==> config.mk <==
export PLATFORM = sky130hd
export DESIGN_NAME = midi_event_route_table
export DESIGN_NICKNAME = d
export VERILOG_FILES = /design/src/sv/mert_pkg.sv /design/src/sv/midi_event_route_table.sv /design/src/sv/mert_match.sv
export SDC_FILE = /design/constraint.sdc
export NUM_CORES = 1
export LEC_CHECK = 0
export ABC_AREA = 1
export BUFFER_PORTS_ARGS = -buffer_cell sky130_fd_sc_hd__buf_2
export CAP_MARGIN = 30
export CORE_ASPECT_RATIO = 2
export CORE_MARGIN = 2
export CORE_UTILIZATION = 44
export CTS_BUF_LIST = sky130_fd_sc_hd__clkbuf_4
export DETAILED_ROUTE_END_ITERATION = 10
export GPL_ROUTABILITY_DRIVEN = 0
export PLACE_DENSITY_LB_ADDON = 0.1
export SETUP_SLACK_MARGIN = 0.1
export SLEW_MARGIN = 20
export SYNTH_ARGS = -nofsm -noshare
export SYNTH_HDL_FRONTEND = slang
export SYNTH_SLANG_ARGS = --single-unit
export TNS_END_PERCENT = 100
==> constraint.sdc <==
create_clock -name i_clk -period 3.4 [get_ports i_clk]
set_clock_uncertainty 0.05 [all_clocks]
set_input_delay 0.85 -clock i_clk [delete_from_list [all_inputs] [get_ports i_clk]]
set_output_delay 0.85 -clock i_clk [all_outputs]
set_load 0.05 [all_outputs]
==> src/sv/mert_pkg.sv <==
package mert_pkg;

    localparam int NODE_COUNT_DEF = 16;
    localparam int NODE_MAX       = 16;
    localparam int PAIR_REGS      = 8;
    localparam int PAIR_IDX_W     = 3;
    localparam int CFG_IDX_W      = 4;
    localparam int NODE_W         = 26;
    localparam int PAIR_W         = 2 * NODE_W;

    localparam logic [NODE_W-1:0] NODE_RESET = 26'h2240010;
    localparam logic [PAIR_W-1:0] PAIR_RESET = {NODE_RESET, NODE_RESET};

    localparam logic [4:0] CHN_ALL      = 5'd17;
    localparam logic [4:0] CHN_NONE     = 5'd0;
    localparam logic [3:0] CIN_SINGLE   = 4'hF;
    localparam logic [3:0] CIN_SYSEX_LO = 4'd4;
    localparam logic [3:0] CIN_SYSEX_HI = 4'd7;
    localparam logic [3:0] EV_VOICE_LO  = 4'd8;
    localparam logic [3:0] EV_VOICE_HI  = 4'd14;

    typedef struct packed {
        logic       hit;
        logic [7:0] dport;
        logic [7:0] ostat;
    } t_match;

    function automatic logic cin_dropped(input logic [3:0] cin);
        return (cin == CIN_SINGLE) || ((cin >= CIN_SYSEX_LO) && (cin <= CIN_SYSEX_HI));
    endfunction

endpackage

==> src/sv/midi_event_route_table.sv <==
// channel | direction | handshake              | payload
// cfg     | in        | i_cfg_we               | i_cfg_index, i_cfg_data
// in      | in        | i_in_valid/o_in_stall  | arrival port + event package
// out     | out       | o_out_valid/i_out_stall| target port + package + run_last
//
// An item is accepted in idle, then scans the NODE_COUNT nodes (one node per cycle
// through the shared match unit while no held output stalls the scan) and then flushes.
// A dropped code index is not scanned; the block stays in idle.
// A held output stalls the scan at a match while a copy is pending, and holds the flush.
// Reset is synchronous, active low; the route table resets to all nodes inactive.
module midi_event_route_table
    import mert_pkg::*;
#(
    parameter int NODE_COUNT = NODE_COUNT_DEF
) (
    input  logic                 i_clk,
    input  logic                 i_rst_n,
    input  logic                 i_cfg_we,
    input  logic [CFG_IDX_W-1:0] i_cfg_index,
    input  logic [PAIR_W-1:0]    i_cfg_data,
    input  logic                 i_in_valid,
    output logic                 o_in_stall,
    input  logic [7:0]           i_arrival_port,
    input  logic [3:0]           i_code_index,
    input  logic [3:0]           i_cable_number,
    input  logic [7:0]           i_status_byte,
    input  logic [7:0]           i_data_one,
    input  logic [7:0]           i_data_two,
    output logic                 o_out_valid,
    input  logic                 i_out_stall,
    output logic [7:0]           o_target_port,
    output logic [3:0]           o_out_code_index,
    output logic [3:0]           o_out_cable,
    output logic [7:0]           o_out_status,
    output logic [7:0]           o_out_data_one,
    output logic [7:0]           o_out_data_two,
    output logic                 o_run_last
);

    localparam int IDX_W = (NODE_COUNT > 1) ? $clog2(NODE_COUNT) : 1;
    localparam logic [IDX_W-1:0] IDX_LAST = IDX_W'(NODE_COUNT - 1);

    typedef enum logic [1:0] {
        S_IDLE,
        S_SCAN,
        S_FLUSH
    } t_state;

    t_state             r_state, n_state;
    logic [IDX_W-1:0]   r_idx, n_idx;
    logic [PAIR_W-1:0]  r_pair [PAIR_REGS];

    logic [7:0] r_port, r_status, r_d1, r_d2;
    logic [3:0] r_cin, r_cable;

    logic       r_pend_valid, n_pend_valid;
    logic [7:0] r_pend_port, n_pend_port;
    logic [7:0] r_pend_stat, n_pend_stat;

    logic       r_out_valid, n_out_valid;
    logic       r_out_last, n_out_last;
    logic [7:0] r_out_port, n_out_port;
    logic [7:0] r_out_stat, n_out_stat;
    logic       out_load;

    logic [3:0]        node_num;
    logic [PAIR_W-1:0] pair_word;
    logic [NODE_W-1:0] node_word;
    t_match            match;
    logic              out_free;
    logic              in_acc;

    assign node_num  = 4'(r_idx);
    assign pair_word = r_pair[node_num[3:1]];
    assign node_word = node_num[0] ? pair_word[PAIR_W-1:NODE_W] : pair_word[NODE_W-1:0];

    mert_match u_match (
        .i_node   (node_word),
        .i_port   (r_port),
        .i_status (r_status),
        .o_match  (match)
    );

    assign out_free   = !r_out_valid || !i_out_stall;
    assign o_in_stall = (r_state != S_IDLE);
    assign in_acc     = i_in_valid && !o_in_stall;

    always_comb begin
        n_state      = r_state;
        n_idx        = r_idx;
        n_pend_valid = r_pend_valid;
        n_pend_port  = r_pend_port;
        n_pend_stat  = r_pend_stat;
        out_load     = 1'b0;
        n_out_last   = r_out_last;
        n_out_port   = r_out_port;
        n_out_stat   = r_out_stat;
        case (r_state)
            S_IDLE: begin
                n_idx = '0;
                if (in_acc && !cin_dropped(i_code_index)) begin
                    n_state = S_SCAN;
                end
            end
            S_SCAN: begin
                if (!match.hit || !r_pend_valid || out_free) begin
                    if (match.hit) begin
                        n_pend_valid = 1'b1;
                        n_pend_port  = match.dport;
                        n_pend_stat  = match.ostat;
                        if (r_pend_valid) begin
                            out_load   = 1'b1;
                            n_out_last = 1'b0;
                            n_out_port = r_pend_port;
                            n_out_stat = r_pend_stat;
                        end
                    end
                    if (r_idx == IDX_LAST) begin
                        n_state = S_FLUSH;
                    end else begin
                        n_idx = r_idx + IDX_W'(1);
                    end
                end
            end
            S_FLUSH: begin
                if (!r_pend_valid) begin
                    n_state = S_IDLE;
                end else if (out_free) begin
                    out_load     = 1'b1;
                    n_out_last   = 1'b1;
                    n_out_port   = r_pend_port;
                    n_out_stat   = r_pend_stat;
                    n_pend_valid = 1'b0;
                    n_state      = S_IDLE;
                end
            end
            default: begin
                n_state = S_IDLE;
            end
        endcase
        n_out_valid = out_free ? out_load : r_out_valid;
    end

    always_ff @(posedge i_clk) begin
        if (!i_rst_n) begin
            r_state      <= S_IDLE;
            r_idx        <= '0;
            r_pend_valid <= 1'b0;
            r_out_valid  <= 1'b0;
            for (int i = 0; i < PAIR_REGS; i++) begin
                r_pair[i] <= PAIR_RESET;
            end
        end else begin
            r_state      <= n_state;
            r_idx        <= n_idx;
            r_pend_valid <= n_pend_valid;
            r_out_valid  <= n_out_valid;
            if (i_cfg_we && (i_cfg_index < CFG_IDX_W'(PAIR_REGS))) begin
                r_pair[i_cfg_index[PAIR_IDX_W-1:0]] <= i_cfg_data;
            end
        end
    end

    always_ff @(posedge i_clk) begin
        r_pend_port <= n_pend_port;
        r_pend_stat <= n_pend_stat;
        if (in_acc) begin
            r_port   <= i_arrival_port;
            r_cin    <= i_code_index;
            r_cable  <= i_cable_number;
            r_status <= i_status_byte;
            r_d1     <= i_data_one;
            r_d2     <= i_data_two;
        end
        if (out_load && out_free) begin
            r_out_last <= n_out_last;
            r_out_port <= n_out_port;
            r_out_stat <= n_out_stat;
            o_out_code_index <= r_cin;
            o_out_cable      <= r_cable;
            o_out_data_one   <= r_d1;
            o_out_data_two   <= r_d2;
        end
    end

    assign o_out_valid   = r_out_valid;
    assign o_target_port = r_out_port;
    assign o_out_status  = r_out_stat;
    assign o_run_last    = r_out_last;

    a_idle_no_pending: assert property (@(posedge i_clk) disable iff (!i_rst_n)
        (r_state == S_IDLE) |-> !r_pend_valid)
        else $error("pending copy left in idle");

    a_flush_emits_last: assert property (@(posedge i_clk) disable iff (!i_rst_n)
        (r_state == S_FLUSH && r_pend_valid && out_free) |=> (o_out_valid && o_run_last))
        else $error("final copy not flagged last");

    a_scan_emits_mid: assert property (@(posedge i_clk) disable iff (!i_rst_n)
        (r_state == S_SCAN && match.hit && r_pend_valid && out_free)
        |=> (o_out_valid && !o_run_last))
        else $error("superseded copy flagged last");

    a_stall_while_busy: assert property (@(posedge i_clk) disable iff (!i_rst_n)
        (r_state == S_SCAN) |=> (r_state != S_IDLE))
        else $error("scan ended without flush");

endmodule

==> src/sv/mert_match.sv <==
module mert_match
    import mert_pkg::*;
(
    input  logic [NODE_W-1:0] i_node,
    input  logic [7:0]        i_port,
    input  logic [7:0]        i_status,
    output t_match            o_match
);

    logic [7:0] sport;
    logic [4:0] schn;
    logic [7:0] dport;
    logic [4:0] dchn;
    logic [3:0] ev;
    logic [4:0] chn_p1;
    logic       active;
    logic       voice;
    logic [3:0] dchn_m1;

    assign sport   = i_node[7:0];
    assign schn    = i_node[12:8];
    assign dport   = i_node[20:13];
    assign dchn    = i_node[25:21];
    assign ev      = i_status[7:4];
    assign chn_p1  = {1'b0, i_status[3:0]} + 5'd1;
    assign dchn_m1 = dchn[3:0] - 4'd1;
    assign active  = (schn != CHN_NONE) && (dchn != CHN_NONE) && (sport == i_port);
    assign voice   = (ev >= EV_VOICE_LO) && (ev <= EV_VOICE_HI);

    always_comb begin
        o_match.dport = dport;
        o_match.ostat = i_status;
        if (voice) begin
            o_match.hit = active && ((schn == CHN_ALL) || (chn_p1 == schn));
            if (dchn < CHN_ALL) begin
                o_match.ostat = {ev, dchn_m1};
            end
        end else begin
            o_match.hit = active && (dchn >= CHN_ALL);
        end
    end

endmodule

==> metrics.txt <==
outcome=complete, no violations; Commonest cells post-synth=536 x nor2_1, 513 x edfxtp_1, 439 x nand2_1; cells on worst reg2reg path=16; Die W=165 um; setup violators final=0; initial DRC count=1407; first-pass GRT wire length=101000 um; Net Count, Synth=2296; r2r setup slk=0.30 ns; CP Buf/Inv Count=4; Post-synth EDFFs=513; CP most frequent cell=nand2_1; Pleak=10.6 nW; Ys Warns=0; Top Family by Delay on Critical Path=simple AND/OR/NAND/NOR gates; total die area=53500 um^2; Cells after Synth=2187; gr ovfl total=0; CTS tree=done; pwr/cell area=634 nW/um^2; drt drc=0; gr usage total=25.7%; Synth Cell Area=22700 um^2; final net count=2510; CP arrival=3.62 ns; most common cell in the netlist=nor2_1; crit path kind=reg -> reg; startpoint types=flop; clk_lat worst skew=0.88 ns; Worst path slowest cell=dfxtp_2; via count=16941; largest net degree at the start of global routing=85; worst vdd rail ir drop=0.336 mV; Port Buffers=143; FMAX=323 MHz; Yosys top cell by area=edfxtp_1; Max Cap Violations=0; synth top area cells=edfxtp_1 68%, nor2_1 8.9%, nand2_1 7.3%, nand3_1 3.7%, inv_1 2.9%; most common flop cell mapped by yosys=edfxtp_1; setup ws final=0.303 ns; IO Pins=144; final hold vios=0; clock buffer depth=3; H-tree depth=3; Num CTS Buffers=115; Cell Rows=117; Worst-path clk slew=0.07 ns; Core Box Area=50900 um^2; Worst Hold Class=in -> reg; clock sink count=524; Worst-Margin Slew=0.900 ns; total negative slack=0 ns; Max Slew Vio Count=0; RR Endpoint=o_out_status[4]; worst-path cell chain=clkinv_2, buf_12, buf_6, o211ai_1, nand3_1, nand3_1, nand2_1, nor2_1, nand3_1, nand2_1, nand2_1, nand4_1, nand2_1, nand4_1, a21oi_2, buf_12; Largest stage delay, worst path=0.34 ns; die height=325 um; Critical Path Fanout Max=48; Worst Setup EP=o_out_status[4]; library cells used by synthesis=29; Initial Util=44.5%; # hold bufs at CTS=0; Required @ worst endpoint=3.92 ns; sequential area share after synthesis=68.9%; WL per Instance=21.9 um; Post-Place Worst Slack=0.255 ns; hpwl dp=38000 um; Detail Route Antenna Nets=0; Root Driver=clkbuf_4; Final min period=3.10 ns; antenna violations before repair=1; Mean Syn Cell Area=10.4 um^2; routed wire length=68800 um; critical path depth=16; vias in the first global route=17171; unrepaired setup endpoints after global routing=false; first-pass iteration count of the detailed router=5; async set-reset flop share out of synthesis=0%; Critical Path Sink Type=flop; register bit count reported by yosys=524; Area Growth Syn to Fin=15.5%; max_slew headroom=40.0%; share of the synthesized area in the top cell type=67.9%; Final Total Pwr=16.6 mW; vias per cell=5.38; fin crit share=91.1%; share of layout cells above drive strength 1=17.2%
worst min path at each step:
stage | from | endpoint | slack (ns) | depth (start not counted)
after floorplan | r_cable[0] | o_out_cable[0] | 0.35 | 0
after global placement | r_cable[2] | o_out_cable[2] | 0.35 | 0
after detailed placement | r_pend_port[3] | o_target_port[3] | 0.36 | 0
after CTS | i_data_one[2] | r_d1[2] | 0.02 | 1
after global routing | i_cable_number[2] | r_cable[2] | 0.06 | 1
final | i_cable_number[2] | r_cable[2] | 0.1 | 1
layout by cell type, fill, tap and decap left out, drive strengths merged, types with 2 or more instances in the layout:
cell / instances
or2: 5
nor2: 536
clkbuf: 179
dfxtp: 11
a21oi: 14
xor2: 3
bufinv: 3
nand3: 169
clkinv: 27
inv: 188
nand4: 4
o211ai: 28
buf: 211
nand2: 439
o22ai: 4
o221ai: 28
edfxtp: 513
diode: 2
o21ai: 113
nand3b: 2
ha: 8
per-stage QoR:
step	util (%)	instances	hold slack, ns	area (um^2)
floorplan	-	2187	0.350	22700
global placement	48.2	2933	0.350	24500
detailed placement	48.2	2933	0.356	24500
CTS	51.2	3139	0.0195	26100
global route	51.4	3145	0.0564	26200
finish	51.4	3146	0.0978	26200
power by group:
group          internal, mW  switching, mW
clock network          2.58           2.47
registers              7.58          0.170
logic                  1.19           2.64
total                  11.3           5.28
per-layer routing:
| metal | GRT usage (%) | vias to the layer above | part of all wire, % |
|---|---|---|---|
| met5 | 0 | - | 0 |
| met4 | 13.4 | 0 | 4.6 |
| met3 | 3.94 | 183 | 6.6 |
| met2 | 45.9 | 736 | 52 |
| met1 | 29.3 | 8224 | 37 |
| li1 | - | 7798 | - |
area by class of cell:
cell class	count	area [um^2]
clock inverters	29	191
repair buffers	213	1630
multi-input cells	1358	5890
diodes	2	5.00
flip-flops and latches	524	15600
clock buffers	177	1330
inverters	189	718
fillers	4693	24700
well taps	654	818
flip-flops by register name (all words and copies together) (netlist names), named ones only:
name and flops:
r_pend_port 8, o_out_data_one 8, r_cable 4, o_out_valid 1, r_pend_stat 8, o_out_data_two 8
r_d2 8, o_run_last 1, o_out_cable 4, o_out_code_index 4, r_status 8, r_cin 4
r_port 8, r_d1 8, o_out_status 8, r_state 2, r_pair 416, node_num 4
o_target_port 8, r_pend_valid 1
repair_timing:
| action | 4_1_cts | 5_1_grt |
|---|---|---|
| resized for setup | 0 | 10 |
| endpoints found under the setup margin | 0 | 41 |
| buffers inserted | 0 | 2 |
logic make-up (layout without fill, tap and decap cells):
| group | Yosys count | after routing | share of synthesized area [%] |
|---|---|---|---|
| flops | 524 | 524 | 68.9 |
| buf+inv | 305 | 608 | 5.31 |
| compound gates | 190 | 190 | 5.02 |
| fa+ha+maj | 8 | 8 | 0.441 |
| simple gates | 1157 | 1157 | 20.2 |
| xor+xnor | 3 | 3 | 0.116 |
| other cells | 0 | 2 | 0 |
Power figures use the tool's default switching activity.
